File: src/rtl/itc_pkg.sv
// Shared types and constants for the interval timer channels block.
package itc_pkg;

    // Widths of the item and result fields.
    localparam int CMD_W    = 2;
    localparam int CHAN_W   = 3;
    localparam int DATA_W   = 8;
    localparam int TICKS_W  = 16;
    localparam int COUNT_W  = 16;
    localparam int MASK_W   = 6;
    localparam int LEVELS_W = 6;

    // The widest tick step: 65535 ticks, times four, times two in square mode.
    localparam int STEP_W = 20;

    // Defaults for the top-level parameters.
    localparam int NUM_CHANNELS_DEF = 6;
    localparam int FAST_CHANNEL_DEF = 4;
    localparam int FAST_STEP_DEF    = 4;

    // Mode mask after reset: set bits select square-wave mode.
    localparam logic [MASK_W-1:0] MODE_MASK_RESET = 6'd61;

    // A zero reload value reloads as the full count.
    localparam logic [COUNT_W-1:0] RELOAD_FULL = 16'hffff;

    // Commands carried by each input beat.
    typedef enum logic [CMD_W-1:0] {
        CMD_WRITE   = 2'd0,
        CMD_CONTROL = 2'd1,
        CMD_READ    = 2'd2,
        CMD_TICK    = 2'd3
    } cmd_e_t;

    // Read/load mode field of a control word.
    typedef enum logic [1:0] {
        RL_LATCH = 2'd0,
        RL_LOW   = 2'd1,
        RL_HIGH  = 2'd2,
        RL_BOTH  = 2'd3
    } rl_e_t;

    // One registered input item.
    typedef struct packed {
        cmd_e_t              cmd;
        logic [CHAN_W-1:0]   channel;
        logic [DATA_W-1:0]   data_byte;
        logic [TICKS_W-1:0]  ticks;
    } item_t;

endpackage

File: src/rtl/itc_channel.sv
// One down-counter channel: byte access, latching and tick batches.
module itc_channel
    import itc_pkg::*;
#(
    parameter int          CHAN_IDX  = 0,
    parameter int          STEP_MULT = 1,
    parameter logic        RUN_RESET = 1'b0
)
(
    input  logic               clk,
    input  logic               rst_n,
    input  logic               cfg_we,
    input  logic               cfg_square,
    input  logic               square,
    input  logic               fire,
    input  item_t              item,
    output logic [DATA_W-1:0]  rd_data,
    output logic               level_next
);

    logic [COUNT_W-1:0] reload_reg, reload_next;
    logic [COUNT_W-1:0] count_reg,  count_next;
    logic [COUNT_W-1:0] latch_reg,  latch_next;
    logic               held_reg,   held_next;
    logic               low_reg,    low_next;
    rl_e_t              lm_reg,     lm_next;
    logic               level_reg;
    logic               running_reg, running_next;

    logic               sel;
    logic [COUNT_W-1:0] src;
    logic [COUNT_W-1:0] wr_value;
    logic [STEP_W-1:0]  prod;
    logic [STEP_W-1:0]  step;
    rl_e_t              rl;

    assign sel = (item.channel == CHAN_W'(CHAN_IDX));
    assign rl  = rl_e_t'(item.data_byte[5:4]);

    // Byte returned by a read: latched value while held, else the live count.
    assign src     = held_reg ? latch_reg : count_reg;
    assign rd_data = (sel && item.cmd == CMD_READ)
                   ? (low_reg ? src[7:0] : src[15:8]) : '0;

    // Tick step for this channel, doubled in square-wave mode.
    assign prod = STEP_W'(item.ticks) * STEP_W'(STEP_MULT);
    assign step = square ? {prod[STEP_W-2:0], 1'b0} : prod;

    // New reload value on a count byte write.
    always_comb
    begin
        if (low_reg)
        begin
            wr_value = {reload_reg[15:8], item.data_byte};
            if (square)
            begin
                wr_value = wr_value + COUNT_W'(item.data_byte[0]);
            end
        end
        else
        begin
            wr_value = {item.data_byte, reload_reg[7:0]};
        end
    end

    // Next state for the command in flight.
    always_comb
    begin
        reload_next  = reload_reg;
        count_next   = count_reg;
        latch_next   = latch_reg;
        held_next    = held_reg;
        low_next     = low_reg;
        lm_next      = lm_reg;
        level_next   = level_reg;
        running_next = running_reg;
        if (fire)
        begin
            unique case (item.cmd)
                CMD_WRITE:
                begin
                    if (sel)
                    begin
                        if (!square)
                        begin
                            running_next = low_reg ? (lm_reg == RL_LOW) : 1'b1;
                        end
                        level_next  = square;
                        reload_next = wr_value;
                        count_next  = wr_value;
                        if (lm_reg == RL_BOTH)
                        begin
                            low_next = !low_reg;
                        end
                    end
                end
                CMD_CONTROL:
                begin
                    if (sel)
                    begin
                        if (rl == RL_LATCH)
                        begin
                            if (!held_reg)
                            begin
                                held_next  = 1'b1;
                                latch_next = count_reg;
                            end
                        end
                        else
                        begin
                            lm_next  = rl;
                            low_next = (rl != RL_HIGH);
                        end
                    end
                end
                CMD_READ:
                begin
                    if (sel)
                    begin
                        if (!low_reg)
                        begin
                            held_next = 1'b0;
                        end
                        if (lm_reg == RL_BOTH)
                        begin
                            low_next = !low_reg;
                        end
                    end
                end
                CMD_TICK:
                begin
                    if (running_reg)
                    begin
                        if (STEP_W'(count_reg) <= step)
                        begin
                            level_next = square ? !level_reg : 1'b1;
                            count_next = (reload_reg != '0) ? reload_reg : RELOAD_FULL;
                        end
                        else
                        begin
                            count_next = count_reg - step[COUNT_W-1:0];
                        end
                    end
                end
                default:
                begin
                    count_next = count_reg;
                end
            endcase
        end
        // A mode change restarts the running flag from the new mode.
        if (cfg_we)
        begin
            running_next = cfg_square;
        end
    end

    // State registers.
    always_ff @(posedge clk or negedge rst_n)
    begin
        if (!rst_n)
        begin
            reload_reg  <= '0;
            count_reg   <= '0;
            latch_reg   <= '0;
            held_reg    <= 1'b0;
            low_reg     <= 1'b1;
            lm_reg      <= RL_LOW;
            level_reg   <= 1'b0;
            running_reg <= RUN_RESET;
        end
        else
        begin
            reload_reg  <= reload_next;
            count_reg   <= count_next;
            latch_reg   <= latch_next;
            held_reg    <= held_next;
            low_reg     <= low_next;
            lm_reg      <= lm_next;
            level_reg   <= level_next;
            running_reg <= running_next;
        end
    end

endmodule

File: src/rtl/interval_timer_channels_core.sv
// Top level of the interval timer channels block: stream stages and channel array.
//
// Input channel (s_*): one beat carries one command. s_tuser holds cmd and the
// channel number; s_tdata holds the count or control byte and the tick count.
// Commands write a count byte, write a control word, read a count byte, or
// apply a batch of ticks to every running channel at once.
// Output channel (m_*): one beat per input beat, in order, with the byte read
// (zero for other commands) and the output level of every channel afterwards.
// The mode mask is written through cfg_we and cfg_wdata; the user must write it
// only while the block is idle, which the block itself does not enforce.
// An accepted input beat passes the input register, a single pass of per-channel
// logic and the result register. Throughput is one beat per cycle while the
// receiver does not stall. If the receiver stalls, the result register holds
// and the input register fills; s_tready falls only when both are occupied.
// After reset every counter is zero, all channels expect a low byte first,
// and the square-wave channels of the reset mode mask are running.
module interval_timer_channels_core
    import itc_pkg::*;
#(
    parameter int NUM_CHANNELS = NUM_CHANNELS_DEF,
    parameter int FAST_CHANNEL = FAST_CHANNEL_DEF,
    parameter int FAST_STEP    = FAST_STEP_DEF
)
(
    input  logic               clk,
    input  logic               rst_n,
    // Configuration: mode mask.
    input  logic               cfg_we,
    input  logic [MASK_W-1:0]  cfg_wdata,
    // Input stream.
    input  logic               s_tvalid,
    output logic               s_tready,
    input  logic [23:0]        s_tdata,   // data_byte[7:0], ticks[23:8]
    input  logic [4:0]         s_tuser,   // cmd[1:0], channel[4:2]
    // Output stream.
    output logic               m_tvalid,
    input  logic               m_tready,
    output logic [15:0]        m_tdata    // read_data[7:0], out_levels[13:8], zero[15:14]
);

    logic [MASK_W-1:0]   mask_reg;
    logic                in_valid_reg, in_valid_next;
    item_t               item_reg;
    logic                out_valid_reg, out_valid_next;
    logic [DATA_W-1:0]   rd_reg, rd_next;
    logic [LEVELS_W-1:0] levels_reg, levels_next;
    logic                fire;

    logic [DATA_W-1:0]   rd_all [NUM_CHANNELS];
    logic                level_all [NUM_CHANNELS];

    // The item in the input register is processed when the result register frees.
    assign fire     = in_valid_reg && (!out_valid_reg || m_tready);
    assign s_tready = !in_valid_reg || fire;

    // Mode mask register.
    always_ff @(posedge clk or negedge rst_n)
    begin
        if (!rst_n)
        begin
            mask_reg <= MODE_MASK_RESET;
        end
        else if (cfg_we)
        begin
            mask_reg <= cfg_wdata;
        end
    end

    // Input register.
    always_comb
    begin
        in_valid_next = in_valid_reg;
        if (s_tvalid && s_tready)
        begin
            in_valid_next = 1'b1;
        end
        else if (fire)
        begin
            in_valid_next = 1'b0;
        end
    end

    always_ff @(posedge clk or negedge rst_n)
    begin
        if (!rst_n)
        begin
            in_valid_reg <= 1'b0;
        end
        else
        begin
            in_valid_reg <= in_valid_next;
        end
    end

    always_ff @(posedge clk)
    begin
        if (s_tvalid && s_tready)
        begin
            item_reg.cmd       <= cmd_e_t'(s_tuser[1:0]);
            item_reg.channel   <= s_tuser[4:2];
            item_reg.data_byte <= s_tdata[7:0];
            item_reg.ticks     <= s_tdata[23:8];
        end
    end

    // Channel array.
    for (genvar c = 0; c < NUM_CHANNELS; c++)
    begin : g_chan
        logic square;
        logic cfg_square;
        if (c < MASK_W)
        begin : g_mode
            assign square     = mask_reg[c];
            assign cfg_square = cfg_wdata[c];
        end
        else
        begin : g_fixed
            assign square     = 1'b0;
            assign cfg_square = 1'b0;
        end

        itc_channel #(
            .CHAN_IDX  (c),
            .STEP_MULT ((c == FAST_CHANNEL) ? FAST_STEP : 1),
            .RUN_RESET ((c < MASK_W) ? MODE_MASK_RESET[c % MASK_W] : 1'b0)
        ) u_channel (
            .clk        (clk),
            .rst_n      (rst_n),
            .cfg_we     (cfg_we),
            .cfg_square (cfg_square),
            .square     (square),
            .fire       (fire),
            .item       (item_reg),
            .rd_data    (rd_all[c]),
            .level_next (level_all[c])
        );
    end

    // Read byte: only the addressed channel drives a non-zero value.
    always_comb
    begin
        rd_next = '0;
        for (int c = 0; c < NUM_CHANNELS; c++)
        begin
            rd_next = rd_next | rd_all[c];
        end
    end

    // Output levels after the item, one bit per channel.
    for (genvar b = 0; b < LEVELS_W; b++)
    begin : g_level
        if (b < NUM_CHANNELS)
        begin : g_used
            assign levels_next[b] = level_all[b];
        end
        else
        begin : g_unused
            assign levels_next[b] = 1'b0;
        end
    end

    // Result register.
    always_comb
    begin
        out_valid_next = out_valid_reg;
        if (fire)
        begin
            out_valid_next = 1'b1;
        end
        else if (m_tready)
        begin
            out_valid_next = 1'b0;
        end
    end

    always_ff @(posedge clk or negedge rst_n)
    begin
        if (!rst_n)
        begin
            out_valid_reg <= 1'b0;
        end
        else
        begin
            out_valid_reg <= out_valid_next;
        end
    end

    always_ff @(posedge clk)
    begin
        if (fire)
        begin
            rd_reg     <= rd_next;
            levels_reg <= levels_next;
        end
    end

    assign m_tvalid = out_valid_reg;
    assign m_tdata  = {2'b00, levels_reg, rd_reg};

endmodule

File: config.mk
export PLATFORM = sky130hd
export DESIGN_NAME = interval_timer_channels_core
export DESIGN_NICKNAME = d
export VERILOG_FILES = /design/src/rtl/itc_pkg.sv /design/src/rtl/itc_channel.sv /design/src/rtl/interval_timer_channels_core.sv
export SDC_FILE = /design/constraint.sdc
export NUM_CORES = 1
export LEC_CHECK = 0
export BUFFER_PORTS_ARGS = -buffer_cell sky130_fd_sc_hd__buf_2
export CORE_MARGIN = 8
export CORE_UTILIZATION = 49
export DETAILED_ROUTE_END_ITERATION = 7
export PLACE_DENSITY = 0.64
export SETUP_SLACK_MARGIN = 0.4
export SYNTH_ARGS = -nofsm -noshare
export SYNTH_HDL_FRONTEND = slang
export SYNTH_SLANG_ARGS = --single-unit
export TNS_END_PERCENT = 10
File: constraint.sdc
create_clock -name clk -period 12.4 [get_ports clk]
set_input_delay 0.62 -clock clk [delete_from_list [all_inputs] [get_ports clk]]
set_output_delay 0.62 -clock clk [all_outputs]
set_load 0.005 [all_outputs]
==> flow_summary.toml <==
[power]
p_seq_share_pct = 34.5
combPwrFrac_pct = 42.6
p_int_uw = 3688
p_leak_uw = 0.01194
irDropWorstVdd_uv = 118.9
p_per_area_nw_per_um2 = 230.0
p_sw_uw = 2708
clockPowerShare_pct = 22.9
switching_share_pct = 42.34

[critical_path]
end_kind = "flip-flop"
critPathSlowestCell = "dfstp_2"
critPathArrivalTime_ns = 4.70
cp_num_buf_inv = 2
start_kind = "flip-flop"
reg2reg_to = "levels_reg[0]"
startpoint = "mask_reg[0]"
worst-r2r-cell-count = 13
r2r-start = "mask_reg[0]"
regToRegSetupSlack_ns = 8.01
max_stage_delay_ns = 1.07
crit_required_ns = 12.71
path_delay_family = "compound AO/OA/AOI/OAI gates"
crit_chain = "mux2i_1 -> inv_1 -> fa_1 -> nor2b_1 -> o21ai_0 -> a21boi_0 -> o31ai_1 -> a311oi_1 -> o21ai_1 -> buf_4 -> nand2_1 -> mux2i_1 -> o21ai_0"
worstPathMaxFanout = 31
crit_type = "flip-flop to flip-flop"

[final_layout]
drive_gt1_share_pct = 14.52
regArea_um2 = 9627
finish.utilization_pct = 54.10
nNetsFinal = 2855
area_delta_synth_final_pct = 9.068
diodes = 0
fill_cells = 4682
multiInputGateArea_um2 = 14940
stdcell_count = 3427

[sta]
fin_setup_tns_ns = 0
setup_violations = 0
final_hold_viol_count = 0
period_minus_slack_ns = 4.395
tightestPinTransition_ns = 1.351
relSlewSlack_pct = 9.420
fmax_mhz = 227.5
rsz0062_at_grt = "false"
min_period_over_period_pct = 35.44
report.final.slew_viol_count = 0
finClkSkew_ns = 0.02054

[global_route]
grt_pass1_wl_um = 133900
grt_use_total_pct = 29.03
grt_max_degree = 156
grt_pass1_vias = 21260
antenna_found_initial = 0
grt_overflow = 0

[hold_path]
hp-class = "primary input to async pin"

[die]
dieHeight_um = 244.1
die_area_um2 = 59590
die_x_um = 244.1
initial_core_util_pct = 49.60
io_pins = 58
rows = 83
coreArea_um2 = 51410

[placed_design]
place_congestion = 0.9527
dp.cells = 3342
portBuffers = 55
hpwlAfterDp_um = 60640

[clock_tree]
cts_root_buf = "clkbuf_16"
cts_setup_buffers = 0
postCtsHoldBufs = 0
cts_buffers = 46
htreeDepth = 2
clk_latency_ns = 0.60
clkTransAtPathRegs_ns = 0.06
cts_resized = 0
cts_max_path_buffers = 3
cts_tree = "built"
cts.sinks = 375

[run]
drv_cap = 0

[synth]
async_reset_ff_share_pct = 88.53
synth_flop_cell = "dfrtp_1"
synth_area_um2 = 25500
synthDistinctLibCells = 75
synth_seq_cells = 375
synth_edf_count = 43
syn_avg_cell_area_um2 = 9.199
ys_seq_area_share_pct = 37.75
ys_warn_count = 0
syn_inst = 2772

[status]
status = "finished clean"

[detailed_routing]
drt_iter0_markers = 2598
drtPass1Iterations = 6
drt-vias-per-instance = 6.557
drt-total-wl_um = 88690
remaining_drc_errors = 0
final_antenna_net_count = 0
wire_per_inst_um = 25.88
via_count = 22470
routing by layer:
layer	wire (um)	share of wire (%)	global-route usage [%]
met4	3815	4.3	11.53
met1	38020	43	41.16
met3	8194	9.2	5.853
met5	0	0	0
met2	38660	44	43.23
cell families after synthesis:
kind of cell             synth area share, %
multiplexers                           14.57
buffers and inverters                  3.857
other                                0.01471
AO/OA/AOI/OAI                          18.39
flip-flops                             37.75
adder cells (fa/ha/maj)                5.329
AND/OR/NAND/NOR                        14.94
XOR/XNOR                               5.152
cell usage after synthesis, types with 48 or more instances:
library cell / count / area [um^2]
clkbuf_1: 167 / 626.9
xor2_1: 90 / 788.3
mux4_2: 48 / 1081
ha_1: 99 / 1239
mux2_2: 129 / 1453
a21oi_1: 179 / 895.9
nand2_1: 333 / 1250
nand3_1: 55 / 275.3
mux2i_1: 118 / 1181
xnor2_1: 60 / 525.5
o21ai_0: 244 / 1221
dfrtp_1: 310 / 7757
nor2_1: 192 / 720.7
inv_1: 55 / 206.5
power by group through the flow:
| stage | sequential [uW] | clock, uW | combinational [uW] |
|---|---|---|---|
| global route | 2250 | 1530 | 2990 |
| detailed placement | 2200 | 0 | 2660 |
| global placement | 2190 | 0 | 2630 |
| finish | 2210 | 1460 | 2730 |
| CTS | 2190 | 1480 | 2680 |
| floorplan | 1830 | 0 | 2190 |
placed cells by master, fill, tap and decap left out, types with 32 or more instances in the layout:
cell type / netlist / final
mux4_2: 48 / 48
mux2_2: 129 / 129
xnor2_1: 60 / 60
a21oi_1: 179 / 179
or3_1: 32 / 32
nor2_1: 192 / 192
dfrtp_1: 310 / 310
inv_1: 55 / 55
o22ai_1: 36 / 36
a211oi_1: 32 / 32
xor2_1: 90 / 90
ha_1: 99 / 98
clkbuf_16: 0 / 47
o21ai_0: 244 / 244
buf_2: 6 / 54
mux2i_1: 118 / 118
nor2b_1: 38 / 38
nor3_1: 39 / 32
a22oi_1: 34 / 34
edfxtp_1: 43 / 43
buf_4: 2 / 33
nand2_1: 333 / 333
a31oi_1: 43 / 43
a21o_1: 37 / 37
nand3_1: 55 / 55
through the flow:
step / power [uW] / area, um^2 / hold slack, ns / worst slack (ns)
2_1_floorplan: 4021 / 25500 / 0.3244 / 7.996
3_3_place_gp: 4822 / 26190 / 0.4841 / 8.220
3_5_place_dp: 4867 / 26190 / 0.4923 / 8.142
4_1_cts: 6353 / 27810 / 0.1026 / 8.113
5_1_grt: 6767 / 27810 / 0.1447 / 7.782
6_report: 6395 / 27810 / 0.05696 / 8.005
worst max path at each step:
stage / endpoint / slack, ns / depth (start not counted)
2_1_floorplan: g_chan[2].u_channel.count_reg[14] / 8.00 / 15
3_3_place_gp: g_chan[0].u_channel.count_reg[15] / 8.22 / 13
3_5_place_dp: levels_reg[0] / 8.14 / 13
4_1_cts: levels_reg[0] / 8.11 / 13
5_1_grt: levels_reg[0] / 7.78 / 13
6_report: levels_reg[0] / 8.01 / 13
area by class of cell:
class / count / share of cell area [%]
multi-input cells: 2140 / 53.72
flip-flops and latches: 375 / 34.61
clock buffers: 66 / 4.989
well taps: 680 / 3.059
repair buffers: 89 / 1.988
clock inverters: 19 / 0.8413
inverters: 58 / 0.7828
Note: power is estimated with default switching activity, not from simulation.
